==> src/hdl/postfix_stack_evaluator_defines.svh <==
// Assertion macros for the postfix stack evaluator.
// Included by the top level; needs no other file.
`ifndef POSTFIX_STACK_EVALUATOR_DEFINES_SVH
`define POSTFIX_STACK_EVALUATOR_DEFINES_SVH
`ifndef ASSERT_OFF
// Checks that a condition holds at every clock edge out of reset.
`define PSE_ASSERT(name, clk, rst_n, expr, msg) \
    name: assert property (@(posedge clk) disable iff (!(rst_n)) (expr)) else $error(msg);
// Checks that a condition in one cycle implies another in the next cycle.
`define PSE_ASSERT_NEXT(name, clk, rst_n, pre, post, msg) \
    name: assert property (@(posedge clk) disable iff (!(rst_n)) (pre) |=> (post)) \
        else $error(msg);
`else
`define PSE_ASSERT(name, clk, rst_n, expr, msg)
`define PSE_ASSERT_NEXT(name, clk, rst_n, pre, post, msg)
`endif
`endif

==> src/hdl/pse_pkg.sv <==
// Shared types and constants of the postfix stack evaluator.
// Used by the interfaces, the divider and the top level; depends on nothing.
`timescale 1ns / 1ps
`default_nettype none
package pse_pkg;
    localparam int STACK_DEPTH_DEF = 16;
    localparam int WORD_W = 32;
    localparam int NUM_W = 31;
    localparam int OP_W = 5;
    localparam int ST_W = 3;

    // Operator codes.
    localparam logic [OP_W-1:0] OP_NOT = 5'd0;
    localparam logic [OP_W-1:0] OP_INC = 5'd1;
    localparam logic [OP_W-1:0] OP_DEC = 5'd2;
    localparam logic [OP_W-1:0] OP_NEG = 5'd3;
    localparam logic [OP_W-1:0] OP_POW = 5'd4;
    localparam logic [OP_W-1:0] OP_MUL = 5'd5;
    localparam logic [OP_W-1:0] OP_DIV = 5'd6;
    localparam logic [OP_W-1:0] OP_REM = 5'd7;
    localparam logic [OP_W-1:0] OP_ADD = 5'd8;
    localparam logic [OP_W-1:0] OP_SUB = 5'd9;
    localparam logic [OP_W-1:0] OP_GT  = 5'd10;
    localparam logic [OP_W-1:0] OP_GE  = 5'd11;
    localparam logic [OP_W-1:0] OP_LT  = 5'd12;
    localparam logic [OP_W-1:0] OP_LE  = 5'd13;
    localparam logic [OP_W-1:0] OP_EQ  = 5'd14;
    localparam logic [OP_W-1:0] OP_NE  = 5'd15;
    localparam logic [OP_W-1:0] OP_AND = 5'd16;
    localparam logic [OP_W-1:0] OP_OR  = 5'd17;

    // Status codes.
    localparam logic [ST_W-1:0] ST_OK       = 3'd0;
    localparam logic [ST_W-1:0] ST_MISSING  = 3'd1;
    localparam logic [ST_W-1:0] ST_LEFTOVER = 3'd2;
    localparam logic [ST_W-1:0] ST_EMPTY    = 3'd3;
    localparam logic [ST_W-1:0] ST_OVERFLOW = 3'd4;
    localparam logic [ST_W-1:0] ST_DIVZERO  = 3'd5;

    // Request to and response from the divider.
    typedef struct packed {
        logic              start;
        logic [WORD_W-1:0] dividend;
        logic [WORD_W-1:0] divisor;
    } t_div_req;

    typedef struct packed {
        logic              done;
        logic [WORD_W-1:0] quotient;
        logic [WORD_W-1:0] remainder;
    } t_div_rsp;
endpackage
`default_nettype wire

==> src/hdl/pse_if.sv <==
// Handshake interfaces for the token input and the result output.
// Depends on pse_pkg.
`timescale 1ns / 1ps
`default_nettype none
interface pse_tok_if import pse_pkg::*; ();
    logic            valid;
    logic            ready;
    logic            kind;
    logic [NUM_W-1:0] number_value;
    logic [OP_W-1:0] op_code;
    logic            last;
    modport source (output valid, kind, number_value, op_code, last, input ready);
    modport sink (input valid, kind, number_value, op_code, last, output ready);
endinterface

interface pse_res_if import pse_pkg::*; ();
    logic                     valid;
    logic                     ready;
    logic signed [WORD_W-1:0] answer;
    logic [ST_W-1:0]          status;
    modport source (output valid, answer, status, input ready);
    modport sink (input valid, answer, status, output ready);
endinterface
`default_nettype wire

==> src/hdl/pse_div.sv <==
// Signed 32-bit restoring divider, one quotient bit per cycle.
// Depends on pse_pkg; instantiated by the top level.
`timescale 1ns / 1ps
`default_nettype none
module pse_div import pse_pkg::*; (
    input  wire      i_clk,
    input  wire      i_rst_n,
    input  t_div_req i_req,
    output t_div_rsp o_rsp
);
    localparam int CNT_W = $clog2(WORD_W);

    logic              r_busy;
    logic              r_done;
    logic [CNT_W-1:0]  r_cnt;
    logic [WORD_W-1:0] r_rem;
    logic [WORD_W-1:0] r_quo;
    logic [WORD_W-1:0] r_dvs;
    logic              r_qneg;
    logic              r_rneg;

    logic [WORD_W:0]   w_diff;
    logic [WORD_W-1:0] w_mag_a;
    logic [WORD_W-1:0] w_mag_b;

    // Magnitudes of the operands at start.
    assign w_mag_a = i_req.dividend[WORD_W-1] ? (~i_req.dividend + 1'b1) : i_req.dividend;
    assign w_mag_b = i_req.divisor[WORD_W-1] ? (~i_req.divisor + 1'b1) : i_req.divisor;

    // Trial subtraction of the shifted partial remainder.
    assign w_diff = {r_rem, r_quo[WORD_W-1]} - {1'b0, r_dvs};

    // Control: busy until every quotient bit is produced.
    always_ff @(posedge i_clk) begin
        if (!i_rst_n) begin
            r_busy <= 1'b0;
            r_done <= 1'b0;
            r_cnt  <= '0;
        end else begin
            r_done <= 1'b0;
            if (i_req.start) begin
                r_busy <= 1'b1;
                r_cnt  <= CNT_W'(WORD_W - 1);
            end else if (r_busy) begin
                r_cnt <= r_cnt - 1'b1;
                if (r_cnt == '0) begin
                    r_busy <= 1'b0;
                    r_done <= 1'b1;
                end
            end
        end
    end

    // Datapath: the dividend shifts out of the quotient register as bits enter.
    always_ff @(posedge i_clk) begin
        if (i_req.start) begin
            r_rem  <= '0;
            r_quo  <= w_mag_a;
            r_dvs  <= w_mag_b;
            r_qneg <= i_req.dividend[WORD_W-1] ^ i_req.divisor[WORD_W-1];
            r_rneg <= i_req.dividend[WORD_W-1];
        end else if (r_busy) begin
            r_rem <= w_diff[WORD_W] ? {r_rem[WORD_W-2:0], r_quo[WORD_W-1]} : w_diff[WORD_W-1:0];
            r_quo <= {r_quo[WORD_W-2:0], ~w_diff[WORD_W]};
        end
    end

    // Sign correction: the quotient follows the operand signs, the remainder the dividend.
    assign o_rsp.done      = r_done;
    assign o_rsp.quotient  = r_qneg ? (~r_quo + 1'b1) : r_quo;
    assign o_rsp.remainder = r_rneg ? (~r_rem + 1'b1) : r_rem;
endmodule
`default_nettype wire

==> src/hdl/postfix_stack_evaluator.sv <==
// Top level of the postfix stack evaluator: sequencer, operand stack, shared multiplier.
// Depends on pse_pkg, pse_if, pse_div and postfix_stack_evaluator_defines.svh.
//
// Channel   Dir  Words        Fields
// i_tok     in   one token    kind, number_value, op_code, last
// o_res     out  one result   answer, status (only after a last token)
//
// A push passes through decode and done; an operator also reads and executes before
// done writes its result back. Multiply adds the multiply state; divide and remainder
// wait in the divide state, one quotient bit per cycle in the divider. Power makes two
// passes through the one shared multiplier per exponent bit.
// The block takes one word at a time; a result waits in the output register and
// a later last token stalls only until that register is free.
// Reset is synchronous and active low; stack contents are not cleared.
`include "postfix_stack_evaluator_defines.svh"
`timescale 1ns / 1ps
`default_nettype none
module postfix_stack_evaluator import pse_pkg::*; #(
    parameter int STACK_DEPTH = STACK_DEPTH_DEF
) (
    input  wire         i_clk,
    input  wire         i_rst_n,
    pse_tok_if.sink     i_tok,
    pse_res_if.source   o_res
);
    localparam int AW = $clog2(STACK_DEPTH);
    localparam int CW = $clog2(STACK_DEPTH + 1);

    typedef enum logic [8:0] {
        S_IDLE   = 9'b000000001,
        S_DECODE = 9'b000000010,
        S_READ   = 9'b000000100,
        S_EXEC   = 9'b000001000,
        S_MUL    = 9'b000010000,
        S_POW    = 9'b000100000,
        S_PSQ    = 9'b001000000,
        S_DIV    = 9'b010000000,
        S_DONE   = 9'b100000000
    } t_state;

    t_state r_state, n_state;

    logic [WORD_W-1:0] r_mem [STACK_DEPTH];
    logic [CW-1:0]     r_cnt;
    logic [ST_W-1:0]   r_err;
    logic              r_kind;
    logic [NUM_W-1:0]  r_num;
    logic [OP_W-1:0]   r_op;
    logic              r_last;
    logic [WORD_W-1:0] r_rhs;
    logic [WORD_W-1:0] r_lhs;
    logic [WORD_W-1:0] r_acc;
    logic [WORD_W-1:0] r_base;
    logic [WORD_W-1:0] r_ex;
    logic [WORD_W-1:0] r_bottom;
    logic              r_push;
    logic [WORD_W-1:0] r_res;
    logic              r_out_valid;
    logic [WORD_W-1:0] r_out_answer;
    logic [ST_W-1:0]   r_out_status;

    logic              w_wr_en;
    logic [WORD_W-1:0] w_wr_data;
    logic [WORD_W-1:0] w_ma, w_mb, w_prod;
    logic [WORD_W-1:0] w_simple;
    logic              w_unary;
    logic              w_out_free;
    logic              w_out_load;
    t_div_req          w_div_req;
    t_div_rsp          w_div_rsp;

    assign i_tok.ready  = (r_state == S_IDLE);
    assign w_out_free   = !r_out_valid || o_res.ready;
    assign w_out_load   = (r_state == S_DONE) && !r_push && r_last && w_out_free;
    assign w_unary      = (r_op <= OP_NEG);
    assign o_res.valid  = r_out_valid;
    assign o_res.answer = r_out_answer;
    assign o_res.status = r_out_status;

    // Shared multiplier: operands are chosen by the sequencer state.
    always_comb begin
        unique case (r_state)
            S_POW:   begin w_ma = r_acc;  w_mb = r_base; end
            S_PSQ:   begin w_ma = r_base; w_mb = r_base; end
            default: begin w_ma = r_lhs;  w_mb = r_rhs;  end
        endcase
    end
    assign w_prod = WORD_W'(w_ma * w_mb);

    // Combinational results of the one-step operators.
    always_comb begin
        case (r_op)
            OP_NOT:  w_simple = WORD_W'(r_rhs == '0);
            OP_INC:  w_simple = r_rhs + 1'b1;
            OP_DEC:  w_simple = r_rhs - 1'b1;
            OP_NEG:  w_simple = '0 - r_rhs;
            OP_ADD:  w_simple = r_lhs + r_rhs;
            OP_SUB:  w_simple = r_lhs - r_rhs;
            OP_GT:   w_simple = WORD_W'($signed(r_lhs) > $signed(r_rhs));
            OP_GE:   w_simple = WORD_W'($signed(r_lhs) >= $signed(r_rhs));
            OP_LT:   w_simple = WORD_W'($signed(r_lhs) < $signed(r_rhs));
            OP_LE:   w_simple = WORD_W'($signed(r_lhs) <= $signed(r_rhs));
            OP_EQ:   w_simple = WORD_W'(r_lhs == r_rhs);
            OP_NE:   w_simple = WORD_W'(r_lhs != r_rhs);
            OP_AND:  w_simple = WORD_W'((r_lhs != '0) && (r_rhs != '0));
            default: w_simple = WORD_W'((r_lhs != '0) || (r_rhs != '0));
        endcase
    end

    // Divider start and stack write strobes.
    assign w_div_req.start    = (r_state == S_EXEC) && ((r_op == OP_DIV) || (r_op == OP_REM))
                                && (r_rhs != '0);
    assign w_div_req.dividend = r_lhs;
    assign w_div_req.divisor  = r_rhs;
    assign w_wr_en   = ((r_state == S_DECODE) && (r_err == ST_OK) && !r_kind
                        && (r_cnt < CW'(STACK_DEPTH))) || ((r_state == S_DONE) && r_push);
    assign w_wr_data = (r_state == S_DECODE) ? {1'b0, r_num} : r_res;

    pse_div u_div (
        .i_clk   (i_clk),
        .i_rst_n (i_rst_n),
        .i_req   (w_div_req),
        .o_rsp   (w_div_rsp)
    );

    // Stack memory: one write port, two registered read ports.
    // Both operands are read once while decoding and then hold for the operator.
    always_ff @(posedge i_clk) begin
        if (w_wr_en) begin
            r_mem[r_cnt[AW-1:0]] <= w_wr_data;
        end
        if (r_state == S_DECODE) begin
            r_rhs <= r_mem[AW'(r_cnt - 1'b1)];
            r_lhs <= r_mem[AW'(r_cnt - CW'(2))];
        end
    end

    // Next state.
    always_comb begin
        n_state = r_state;
        unique case (r_state)
            S_IDLE: begin
                if (i_tok.valid) n_state = S_DECODE;
            end
            S_DECODE: begin
                if ((r_err != ST_OK) || !r_kind || (r_op > OP_OR)) begin
                    n_state = S_DONE;
                end else if (r_cnt < (w_unary ? CW'(1) : CW'(2))) begin
                    n_state = S_DONE;
                end else begin
                    n_state = S_READ;
                end
            end
            S_READ: n_state = S_EXEC;
            S_EXEC: begin
                if (r_op == OP_MUL) begin
                    n_state = S_MUL;
                end else if (r_op == OP_POW) begin
                    n_state = r_rhs[WORD_W-1] ? S_DONE : S_POW;
                end else if (w_div_req.start) begin
                    n_state = S_DIV;
                end else begin
                    n_state = S_DONE;
                end
            end
            S_MUL: n_state = S_DONE;
            S_POW: n_state = (r_ex == '0) ? S_DONE : S_PSQ;
            S_PSQ: n_state = S_POW;
            S_DIV: begin
                if (w_div_rsp.done) n_state = S_DONE;
            end
            S_DONE: begin
                if (!r_push && (!r_last || w_out_free)) n_state = S_IDLE;
            end
            default: n_state = S_IDLE;
        endcase
    end

    // Sequencer registers and stack pointer.
    always_ff @(posedge i_clk) begin
        if (!i_rst_n) begin
            r_state     <= S_IDLE;
            r_cnt       <= '0;
            r_err       <= ST_OK;
            r_push      <= 1'b0;
            r_out_valid <= 1'b0;
        end else begin
            r_state <= n_state;
            // The output word is loaded on a last token and dropped once taken.
            if (w_out_load) r_out_valid <= 1'b1;
            else if (o_res.ready) r_out_valid <= 1'b0;
            unique case (r_state)
                S_DECODE: begin
                    if (r_err == ST_OK) begin
                        if (!r_kind) begin
                            if (r_cnt < CW'(STACK_DEPTH)) begin
                                r_cnt <= r_cnt + 1'b1;
                            end else begin
                                r_err <= ST_OVERFLOW;
                            end
                        end else if (r_op <= OP_OR) begin
                            if (r_cnt < (w_unary ? CW'(1) : CW'(2))) r_err <= ST_MISSING;
                        end
                    end
                end
                S_READ: r_cnt <= r_cnt - (w_unary ? CW'(1) : CW'(2));
                S_EXEC: begin
                    if (((r_op == OP_DIV) || (r_op == OP_REM)) && (r_rhs == '0)) begin
                        r_err <= ST_DIVZERO;
                    end else if ((r_op == OP_POW) && r_rhs[WORD_W-1]) begin
                        if (r_lhs == '0) r_err <= ST_DIVZERO;
                        else r_push <= 1'b1;
                    end else if ((r_op != OP_MUL) && (r_op != OP_POW)
                                 && !w_div_req.start) begin
                        r_push <= 1'b1;
                    end
                end
                S_MUL: r_push <= 1'b1;
                S_POW: begin
                    if (r_ex == '0) r_push <= 1'b1;
                end
                S_DIV: begin
                    if (w_div_rsp.done) r_push <= 1'b1;
                end
                S_DONE: begin
                    if (r_push) begin
                        r_push <= 1'b0;
                        r_cnt  <= r_cnt + 1'b1;
                    end else if (r_last && w_out_free) begin
                        r_cnt <= '0;
                        r_err <= ST_OK;
                    end
                end
                default: ;
            endcase
        end
    end

    // Token capture, operator results and the output word.
    always_ff @(posedge i_clk) begin
        if (i_tok.valid && i_tok.ready) begin
            r_kind <= i_tok.kind;
            r_num  <= i_tok.number_value;
            r_op   <= i_tok.op_code;
            r_last <= i_tok.last;
        end
        if (w_wr_en && (r_cnt == '0)) r_bottom <= w_wr_data;
        unique case (r_state)
            S_EXEC: begin
                r_acc  <= WORD_W'(1);
                r_base <= r_lhs;
                r_ex   <= r_rhs;
                // Negative exponent: only bases one and minus one survive truncation.
                if (r_op == OP_POW) begin
                    if (r_lhs == WORD_W'(1)) r_res <= WORD_W'(1);
                    else if (r_lhs == '1) r_res <= r_rhs[0] ? '1 : WORD_W'(1);
                    else r_res <= '0;
                end else begin
                    r_res <= w_simple;
                end
            end
            S_MUL: r_res <= w_prod;
            S_POW: begin
                if (r_ex == '0) r_res <= r_acc;
                else if (r_ex[0]) r_acc <= w_prod;
            end
            S_PSQ: begin
                r_base <= w_prod;
                r_ex   <= r_ex >> 1;
            end
            S_DIV: r_res <= (r_op == OP_DIV) ? w_div_rsp.quotient : w_div_rsp.remainder;
            S_DONE: begin
                if (w_out_load) begin
                    if (r_err != ST_OK) begin
                        r_out_status <= r_err;
                        r_out_answer <= '0;
                    end else if (r_cnt == '0) begin
                        r_out_status <= ST_EMPTY;
                        r_out_answer <= '0;
                    end else if (r_cnt > CW'(1)) begin
                        r_out_status <= ST_LEFTOVER;
                        r_out_answer <= '0;
                    end else begin
                        r_out_status <= ST_OK;
                        r_out_answer <= r_bottom;
                    end
                end
            end
            default: ;
        endcase
    end

    // Assertions.
    `PSE_ASSERT(a_cnt_bound, i_clk, i_rst_n, r_cnt <= CW'(STACK_DEPTH), "stack count past depth")
    `PSE_ASSERT(a_err_answer, i_clk, i_rst_n, !o_res.valid || (o_res.status == ST_OK) || (o_res.answer == '0), "error result with nonzero answer")
    `PSE_ASSERT_NEXT(a_one_token, i_clk, i_rst_n, i_tok.valid && i_tok.ready, !i_tok.ready, "token taken while busy")
    `PSE_ASSERT_NEXT(a_div_done, i_clk, i_rst_n, w_div_req.start, !w_div_rsp.done, "divider finished at once")
endmodule
`default_nettype wire

==> src/flat_wrapper.sv <==
// flat-port wrapper written by rule: the top's interface ports become plain ports
module postfix_stack_evaluator_flat import pse_pkg::*;
#(
    parameter int STACK_DEPTH = STACK_DEPTH_DEF
)
  (i_clk, i_rst_n, i_tok_valid, i_tok_kind, i_tok_number_value, i_tok_op_code, i_tok_last, i_tok_ready, o_res_valid, o_res_answer, o_res_status, o_res_ready);
  pse_tok_if i_tok_i ();
  pse_res_if o_res_i ();
  input  wire i_clk;
  input  wire i_rst_n;
  input wire logic [$bits(i_tok_i.valid)-1:0] i_tok_valid;
  input wire logic [$bits(i_tok_i.kind)-1:0] i_tok_kind;
  input wire logic [$bits(i_tok_i.number_value)-1:0] i_tok_number_value;
  input wire logic [$bits(i_tok_i.op_code)-1:0] i_tok_op_code;
  input wire logic [$bits(i_tok_i.last)-1:0] i_tok_last;
  output wire logic [$bits(i_tok_i.ready)-1:0] i_tok_ready;
  output wire logic [$bits(o_res_i.valid)-1:0] o_res_valid;
  output wire logic [$bits(o_res_i.answer)-1:0] o_res_answer;
  output wire logic [$bits(o_res_i.status)-1:0] o_res_status;
  input wire logic [$bits(o_res_i.ready)-1:0] o_res_ready;
  assign i_tok_i.valid = i_tok_valid;
  assign i_tok_i.kind = i_tok_kind;
  assign i_tok_i.number_value = i_tok_number_value;
  assign i_tok_i.op_code = i_tok_op_code;
  assign i_tok_i.last = i_tok_last;
  assign i_tok_ready = i_tok_i.ready;
  assign o_res_valid = o_res_i.valid;
  assign o_res_answer = o_res_i.answer;
  assign o_res_status = o_res_i.status;
  assign o_res_i.ready = o_res_ready;
  postfix_stack_evaluator #(.STACK_DEPTH(STACK_DEPTH)) u_core (.i_clk(i_clk), .i_rst_n(i_rst_n), .i_tok(i_tok_i), .o_res(o_res_i));
endmodule
==> config.mk <==
export PLATFORM = sky130hd
export DESIGN_NAME = postfix_stack_evaluator_flat
export DESIGN_NICKNAME = d
export VERILOG_FILES = /design/src/hdl/pse_pkg.sv /design/src/hdl/pse_if.sv /design/src/hdl/pse_div.sv /design/src/hdl/postfix_stack_evaluator.sv /design/src/flat_wrapper.sv
export VERILOG_INCLUDE_DIRS = /design/src /design/src/hdl
export SDC_FILE = /design/constraint.sdc
export NUM_CORES = 2
export LEC_CHECK = 0
export BUFFER_PORTS_ARGS = -buffer_cell sky130_fd_sc_hd__buf_2
export CORE_UTILIZATION = 40
export CTS_BUF_LIST = sky130_fd_sc_hd__clkbuf_4 sky130_fd_sc_hd__clkbuf_8
export DETAILED_ROUTE_END_ITERATION = 8
export PLACE_DENSITY = 0.66
export SLEW_MARGIN = 10
export SYNTH_ARGS = -nofsm -noshare
export SYNTH_HDL_FRONTEND = slang
export SYNTH_SLANG_ARGS = --single-unit
==> constraint.sdc <==
create_clock -name i_clk -period 28.2 [get_ports i_clk]
set_clock_uncertainty 0.15 [all_clocks]
set_input_delay 1.41 -clock i_clk [delete_from_list [all_inputs] [get_ports i_clk]]
set_output_delay 1.41 -clock i_clk [all_outputs]
set_load 0.005 [all_outputs]
Yosys cells after proc, flatten, opt, wreduce, memory -nomap -nowiden
Memory sizes are Yosys's and may differ from the RTL's. A register that Yosys moved wholly into a read port is not among the register bits.
Index checks and enable logic that the tools add are counted.
{"block": "word_totals", "inputBits": 42, "output_inout_bits": 37, "regBits": 357, "mem_bits_rw": 512, "memories": 1}
{"block": "classes", "n_bitwise": 8, "n_mul": 1, "n_mux": 72, "n_eq_ne": 51, "add_sub_neg": 15, "reduce_logical": 58, "magnitude_cmp": 10}
{"name": "u_core.r_mem", "depth": 16, "word_bits": 32, "read_ports": 2, "rd_clocked_by_memory_dff": 2, "wr": 1, "line": "postfix_stack_evaluator.sv:43", "text": "logic [WORD_W-1:0] r_mem [STACK_DEPTH];"}
{"cell": "32-bit two-way mux", "count": 16}
{"cell": "32-bit one-hot mux with 13 select lines", "count": 1}
{"cell": "32-bit one-hot mux with 2 select lines", "count": 4}
{"cell": "32-bit by 1-bit adder with 32-bit output (second input constant)", "count": 5}
{"cell": "32-bit NOT", "count": 4}
{"cell": "32-bit one-hot mux with 4 select lines", "count": 1}
{"cell": "32-bit logical NOT", "count": 3}
{"cell": "9-bit two-way mux", "count": 10}
{"cell": "9-bit one-hot mux with 9 select lines", "count": 1}
{"cell": "32-bit nonzero test", "count": 2}
{"cell": "5-bit by 4-bit equality test with 1-bit output (second input constant)", "count": 8}
{"cell": "3-bit two-way mux", "count": 12}
{"cell": "5-bit two-way mux", "count": 7}
{"cell": "33-bit by 32-bit subtractor with 33-bit output", "count": 1}
{"cell": "32-bit adder", "count": 1}
{"cell": "32-bit by 1-bit equality test with 1-bit output (second input constant)", "count": 1}
{"cell": "32-bit equality test", "count": 1}
{"cell": "32-bit equality test (second input constant)", "count": 1}
{"cell": "32-bit >= comparator", "count": 1}
{"cell": "32-bit > comparator", "count": 1}
{"cell": "32-bit less-or-equal comparator", "count": 1}
{"cell": "32-bit less-than comparator", "count": 1}
{"cell": "32-bit by 32-bit multiplier with 32-bit output", "count": 1}
{"cell": "32-bit != test", "count": 1}
{"cell": "56 further kinds", "count": 130}

Logic depth before layout (Yosys ltp)
{"block": "depth", "ltp_word": 10, "ltp_mapped": 39}

Hierarchy
A second synthesis with hierarchy kept.
{"block": "hier_totals", "hier_cells": 5580, "hier_area_um2": 65908.2}
{"mod": "postfix_stack_evaluator", "area_per_inst_um2": 57740.4, "n_inst": 1, "cells_each": 4621, "seq_area_each_um2": 24653.6}
{"mod": "pse_div", "area_per_inst_um2": 8167.8, "n_inst": 1, "cells_each": 959, "seq_area_each_um2": 2762.6}

Worst setup path after synthesis
Ideal clock, no wire load.
{"block": "synth_path", "path_kind": "register to register", "from": "register u_core.r_state[0]", "to": "register u_core.r_res[31] (data pin)", "required_ps": 27796, "setup_slack_ps": 19004, "n_path_buf": 6, "arrival_ps": 8792, "period_less_slack_ps": 9196, "path_stages_with_launch": 35, "path_cell_list": "dfxtp_1 nor4_2 buf_4 and3_1 buf_2 buf_2 buf_2 buf_1 clkbuf_1 nand2_1 nand3_1 nand2_1 fa_1 fa_1 inv_1 fa_1 inv_1 fa_1 inv_1 fa_1 fa_1 fa_1 fa_1 ha_1 and4_1 nand4_1 o21bai_1 a211o_1 o21ai_0 o22ai_1 o41ai_1 xnor3_1 xnor2_1 o21ai_1 o21a_1"}
{"block": "synth_between", "elab_chain_len": 5, "elab_cells_between_ends": 10, "classes_between": "mul: 1; eq/ne: 5; mux: 3; reduce/logical: 1"}
{"item": "from (decl)", "line": "postfix_stack_evaluator.sv:41", "text": "t_state r_state, n_state;"}
{"item": "from (signal assigned)", "line": "postfix_stack_evaluator.sv:188", "text": "r_state <= n_state;"}
{"item": "9-bit by 7-bit equality test with 1-bit output or 9-bit by 6-bit equality test with 1-bit output (tied branches)", "line": "postfix_stack_evaluator.sv:82, postfix_stack_evaluator.sv:248"}
{"item": "2-bit OR reduction (no source line)"}
{"item": "32-bit two-way mux", "line": "postfix_stack_evaluator.sv:82", "text": "unique case (r_state)"}
{"item": "32-bit by 32-bit multiplier with 32-bit output", "line": "postfix_stack_evaluator.sv:88", "text": "assign w_prod = WORD_W'(w_ma * w_mb);"}
{"item": "32-bit one-hot mux with 4 select lines *", "line": "postfix_stack_evaluator.sv:248", "text": "unique case (r_state)"}
{"item": "to (signal assigned)", "line": "postfix_stack_evaluator.sv:256", "text": "else if (r_lhs == '1) r_res <= r_rhs[0] ? '1 : WORD_W'(1);"}
{"item": "to (signal assigned)", "line": "postfix_stack_evaluator.sv:259", "text": "r_res <= w_simple;"}
{"item": "to (signal assigned)", "line": "postfix_stack_evaluator.sv:262", "text": "S_MUL: r_res <= w_prod;"}
{"item": "to (decl)", "line": "postfix_stack_evaluator.sv:57", "text": "logic [WORD_W-1:0] r_res;"}
Mark *: on every way between the ends. The rest lies on a longest branch, timed or not.
A chain may end at the register's enable or synchronous reset.

Worst setup path in the final report
{"block": "layout_path", "from": "register u_core.r_state[6]", "to": "register u_core.r_res[31] (data pin)"}
Same word-level chain as after synthesis.

==> results_tabular.tex <==
\begin{tabular}{lr}
\hline
Metric & Value \\
\hline
\multicolumn{2}{l}{\textbf{Global routing}} \\
\quad Largest net degree at the start of global routing & 110 \\
\quad Via count of the first global-routing pass & 47,400 \\
\quad First-pass GRT wire length & 322 mm \\
\quad Global-route total usage across every layer & 27.0\% \\
\quad Initial antenna violation count & 17 \\
\quad Remaining Overflow, GRT & 0 \\
\multicolumn{2}{l}{\textbf{Placement}} \\
\quad DP HPWL & 156 mm \\
\quad Number of I/O port buffers & 78 \\
\quad Last weighted congestion value of the routability-driven placer & 1.04 \\
\quad Post-Place Worst Slack & 17.58 ns \\
\multicolumn{2}{l}{\textbf{Routing}} \\
\quad Number of nets with antenna violations after detailed routing & 0 \\
\quad Number of DRC violations after detailed-routing iteration 0 & 5,907 \\
\quad Final WL & 222 mm \\
\quad \# DRC & 0 \\
\quad Met3 Wirelength & around 26 mm \\
\quad Uppermost metal layer occupied by signal nets & met5 \\
\quad Via density & 6.03 \\
\quad Number of iterations in the first detailed-routing pass & 9 \\
\quad Met1 Routed Length & 86.2 mm \\
\quad Routed len/inst & 28.1 um \\
\quad Sum of met2 wire segment lengths after detailed routing & 99.8 mm \\
\quad Via Count & roughly 48,000 \\
\multicolumn{2}{l}{\textbf{Power}} \\
\quad Comb pwr share & 67.1\% \\
\quad Leakage power summed over all cells & 0.0275 uW \\
\quad Sequential share of power & 18.0\% \\
\quad Switching component of the power & 4340 uW \\
\quad Switching portion of total power & 50.1\% \\
\quad Design internal power & approximately 4300 uW \\
\quad Worst voltage drop across the vdd grid & slightly above 0.0005 V \\
\quad Clock power frac & between 10\% and 20\% \\
\quad Total power draw & around 8600 uW \\
\quad Total power divided by cell area & approximately 120 nW/um2 \\
\multicolumn{2}{l}{\textbf{Worst setup path}} \\
\quad Worst setup path start & u\_core.r\_state[6] \\
\quad Reg-to-reg startpoint & u\_core.r\_state[6] \\
\quad RR Endpoint & u\_core.r\_res[31] \\
\quad Setup slack on the worst flop-to-flop path & between 15 and 20 ns \\
\quad Critical path launch point type & register \\
\quad Data required time at the worst endpoint & 28.68 ns \\
\quad Largest driver fanout on the critical path & roughly 60 \\
\quad Arrival time reported for the critical path endpoint & 11.35 ns \\
\quad Worst Reg-to-Reg Cells & 25 \\
\quad Crit. End Element & register \\
\quad Critical path type & reg -> reg \\
\multicolumn{2}{l}{\textbf{Synthesis}} \\
\quad Number of distinct library cells after synthesis & 83 \\
\quad Mean cell area of the mapped netlist & 11.8 um2 \\
\quad Net count after synthesis & 6,225 \\
\quad Post-synth EDFFs & 875 \\
\quad Share of synthesized registers carrying an async set or reset & 0\% \\
\quad Flip-flop and latch count after synthesis & 932 \\
\quad Cells after Synth & 5,536 \\
\quad Sequential-to-total area share from yosys stat & 41.9\% \\
\quad Area of the mapped netlist & 65,400 um2 \\
\quad Commonest register cell after synthesis & sky130\_fd\_sc\_hd\_\_edfxtp\_1 \\
\quad Yosys warnings & 0 \\
\multicolumn{2}{l}{\textbf{Timing}} \\
\quad Worst Max-Slew Pin Slew & approximately 1.2 ns \\
\quad Hold violation count in the final report & 0 \\
\quad PnR worst setup slack & 17.33 ns \\
\quad Worst hold slack & between 0.3 and 0.4 ns \\
\quad Highest Clock Rate & 92.0 MHz \\
\quad Relative slew slack & 20.5\% \\
\quad Endpoints failing setup & 0 \\
\quad Minimum clock period after layout & 10.87 ns \\
\quad Period utilization & 38.5\% \\
\quad Setup repair after global routing missed its margin & false \\
\quad Number of pins exceeding their max-slew limit in the final report & 0 \\
\quad Fin Setup TNS & 0 ns \\
\multicolumn{2}{l}{\textbf{Finish}} \\
\quad Relative area change from synthesis to final layout & 10.3\% \\
\quad Fraction of layout instances using a drive strength above 1 & between 10\% and 20\% \\
\quad Final layout net count & 6,307 \\
\multicolumn{2}{l}{\textbf{Hold path}} \\
\quad Sink of the worst hold path & u\_core.o\_res.answer[29] \\
\quad Path category of the worst min-delay check & reg -> reg \\
\quad Worst Hold Path Cells & 1 \\
\quad Origin of the worst min-delay path & u\_core.r\_bottom[29] \\
\multicolumn{2}{l}{\textbf{Clock tree}} \\
\quad Number of buffers created by CTS & 160 \\
\quad Maximum count of clock buffers along a single path & 3 \\
\quad Clock edge transition at the registers on the reported setup and hold paths & 0.07 ns \\
\quad CTS Sinks & a little over 900 \\
\quad Number of H-tree branching levels & 4 \\
\quad CTS tree & built \\
\quad Count of hold-fix buffers inserted at cts & 0 \\
\quad Post CTS Setup Buffer Count & 0 \\
\quad Post-cts resize count & 0 \\
\quad Library cell used as clock root buffer & sky130\_fd\_sc\_hd\_\_clkbuf\_8 \\
\quad Insertion delay to the later sink of the worst-skew pair & a little over 0.9 ns \\
\multicolumn{2}{l}{\textbf{Die}} \\
\quad Core region area & roughly 160,000 um2 \\
\quad Effective utilization at floorplan & about two fifths \\
\quad I/O pin count & 79 \\
\quad Num rows & 147 \\
\quad Die X-Extent & 406 um \\
\quad Die area & 165,000 um2 \\
\quad Height of the die & 406 um \\
\multicolumn{2}{l}{\textbf{Status}} \\
\quad Status & complete, no violations \\
\multicolumn{2}{l}{\textbf{Flow run}} \\
\quad Max-cap violations & 0 \\
\hline
\end{tabular}
[flip-flops by register name (all words and copies together), names as in the netlist, 9 cells and up]
register	flops
u_core.r_lhs	32
u_core.u_div.r_rem	32
u_core.o_res.answer	32
u_core.r_acc	32
u_core.r_mem	512
u_core.r_state	9
u_core.r_res	32
u_core.r_num	31
u_core.u_div.r_dvs	32
u_core.u_div.r_quo	32
u_core.r_rhs	32
u_core.r_base	32
u_core.r_ex	32
u_core.r_bottom	32
[cell type report]
cell class	instances	area (um2)
fillers	14700	89200
multi-input cells	3782	35200
flip-flops and latches	932	27400
well taps	2160	2700
clock buffers	217	2660
inverters	513	1930
repair buffers	229	1530
clock inverters	73	639
diodes	3	7.51
[worst max path at each step]
stage	endpoint	slack [ns]	cells after the start
final	u_core.r_res[31]	17.33	25
after global routing	u_core.r_res[31]	16.92	30
after CTS	u_core.r_res[31]	17.54	29
after detailed placement	u_core.r_res[31]	17.58	29
after global placement	u_core.r_res[31]	17.66	25
after floorplan	u_core.r_res[31]	19.00	34
[layer usage]
metal	track usage, %	vias up
li1	-	20200
met1	36.2	24100
met2	41.3	2880
met3	7.16	591
met4	11.5	14
met5	0	-
[cell usage in the layout, fill, tap and decap left out, types with 18 or more instances in the layout]
master | Yosys | final
sky130_fd_sc_hd__mux4_2 | 320 | 320
sky130_fd_sc_hd__nor3_1 | 59 | 52
sky130_fd_sc_hd__and2_1 | 64 | 64
sky130_fd_sc_hd__nor4_1 | 33 | 33
sky130_fd_sc_hd__nor2b_1 | 30 | 30
sky130_fd_sc_hd__a31oi_1 | 24 | 24
sky130_fd_sc_hd__a21oi_1 | 184 | 183
sky130_fd_sc_hd__buf_2 | 12 | 79
sky130_fd_sc_hd__edfxtp_1 | 875 | 875
sky130_fd_sc_hd__xor2_1 | 103 | 102
sky130_fd_sc_hd__mux2_2 | 48 | 48
sky130_fd_sc_hd__mux2i_1 | 56 | 50
sky130_fd_sc_hd__ha_1 | 235 | 233
sky130_fd_sc_hd__dfxtp_1 | 57 | 54
sky130_fd_sc_hd__inv_1 | 510 | 509
sky130_fd_sc_hd__and3_1 | 21 | 19
sky130_fd_sc_hd__clkinv_2 | 0 | 18
sky130_fd_sc_hd__o21bai_1 | 20 | 20
sky130_fd_sc_hd__o211ai_1 | 21 | 21
sky130_fd_sc_hd__clkinv_1 | 3 | 35
sky130_fd_sc_hd__nor2_4 | 0 | 19
sky130_fd_sc_hd__nor2_1 | 463 | 444
sky130_fd_sc_hd__clkbuf_8 | 0 | 165
sky130_fd_sc_hd__or3_1 | 24 | 24
sky130_fd_sc_hd__clkbuf_4 | 0 | 52
sky130_fd_sc_hd__buf_4 | 1 | 149
sky130_fd_sc_hd__fa_1 | 412 | 412
sky130_fd_sc_hd__nand2b_1 | 35 | 35
sky130_fd_sc_hd__xnor2_1 | 193 | 190
sky130_fd_sc_hd__or2_2 | 21 | 21
sky130_fd_sc_hd__o21ai_0 | 258 | 258
sky130_fd_sc_hd__or4_1 | 19 | 19
sky130_fd_sc_hd__nand3_1 | 80 | 79
sky130_fd_sc_hd__a221oi_1 | 23 | 22
sky130_fd_sc_hd__nand4_1 | 62 | 62
sky130_fd_sc_hd__nand2_1 | 582 | 580
sky130_fd_sc_hd__a211oi_1 | 25 | 25
sky130_fd_sc_hd__a21o_1 | 80 | 80
sky130_fd_sc_hd__o21a_1 | 18 | 18
sky130_fd_sc_hd__o31ai_1 | 45 | 45
[synthesized netlist by cell type, types with 62 or more instances]
master                     instances  share of area, %
sky130_fd_sc_hd__a21oi_1         184               1.4
sky130_fd_sc_hd__and2_1           64              0.61
sky130_fd_sc_hd__ha_1            235               4.5
sky130_fd_sc_hd__a21o_1           80              0.92
sky130_fd_sc_hd__inv_1           510               2.9
sky130_fd_sc_hd__mux4_2          320                11
sky130_fd_sc_hd__nand4_1          62              0.59
sky130_fd_sc_hd__o21ai_0         258               2.0
sky130_fd_sc_hd__nand3_1          80              0.61
sky130_fd_sc_hd__edfxtp_1        875                40
sky130_fd_sc_hd__clkbuf_1        262               1.5
sky130_fd_sc_hd__xnor2_1         193               2.6
sky130_fd_sc_hd__nor2_1          463               2.7
sky130_fd_sc_hd__nand2_1         582               3.3
sky130_fd_sc_hd__xor2_1          103               1.4
sky130_fd_sc_hd__fa_1            412                13
[worst max-delay path, cell delays in order (launching register included)]
cell                       delay (ns)
sky130_fd_sc_hd__dfxtp_1         0.44
sky130_fd_sc_hd__xor2_1          0.88
sky130_fd_sc_hd__nand3_4         0.23
sky130_fd_sc_hd__buf_4           0.42
sky130_fd_sc_hd__a222oi_1        1.10
sky130_fd_sc_hd__nor2_1          0.15
sky130_fd_sc_hd__fa_1            0.58
sky130_fd_sc_hd__inv_1           0.05
sky130_fd_sc_hd__fa_1            0.50
sky130_fd_sc_hd__fa_1            0.50
sky130_fd_sc_hd__fa_1            0.62
sky130_fd_sc_hd__inv_1           0.08
sky130_fd_sc_hd__fa_1            0.50
sky130_fd_sc_hd__fa_1            0.61
sky130_fd_sc_hd__fa_1            0.45
sky130_fd_sc_hd__fa_1            0.45
sky130_fd_sc_hd__ha_1            0.36
sky130_fd_sc_hd__and3_1          0.21
sky130_fd_sc_hd__a211o_1         0.28
sky130_fd_sc_hd__o21ai_0         0.58
sky130_fd_sc_hd__o22ai_1         0.24
sky130_fd_sc_hd__o41ai_1         0.31
sky130_fd_sc_hd__xnor3_1         0.28
sky130_fd_sc_hd__xnor2_1         0.33
sky130_fd_sc_hd__o21ai_1         0.11
sky130_fd_sc_hd__o21a_1          0.12
[through the flow]
stage	area, um2	cells	util (%)
4_1_cts	72100	7905	44.7
2_1_floorplan	65400	5536	-
6_report	72100	7909	44.7
3_3_place_gp	68800	7615	42.6
3_5_place_dp	68800	7615	42.6
5_1_grt	72100	7907	44.7
[power groups by stage]
stage / logic [uW] / registers [uW] / clock network (uW)
3_5_place_dp: 5560 / 1580 / 0
2_1_floorplan: 3700 / 1570 / 0
6_report: 5800 / 1560 / 1290
4_1_cts: 5630 / 1560 / 1310
3_3_place_gp: 5570 / 1580 / 0
5_1_grt: 6150 / 1560 / 1370
[cell families (layout without fill, tap and decap cells)]
family                     count (synthesis)  count (layout)  synth area share (%)
other                                      0               3                     0
xor gates and xnor gates                 303             303                  4.20
buffers and inverters                    822            1032                  4.76
and+or+nand+nor                         1539            1539                  10.7
AOI/OAI and AO/OA                        868             868                  8.59
muxes                                    425             425                  12.7
adders and majority gates                647             647                  17.1
DFF                                      932             932                  41.9
No activity file was read; power rests on OpenSTA's default activity.
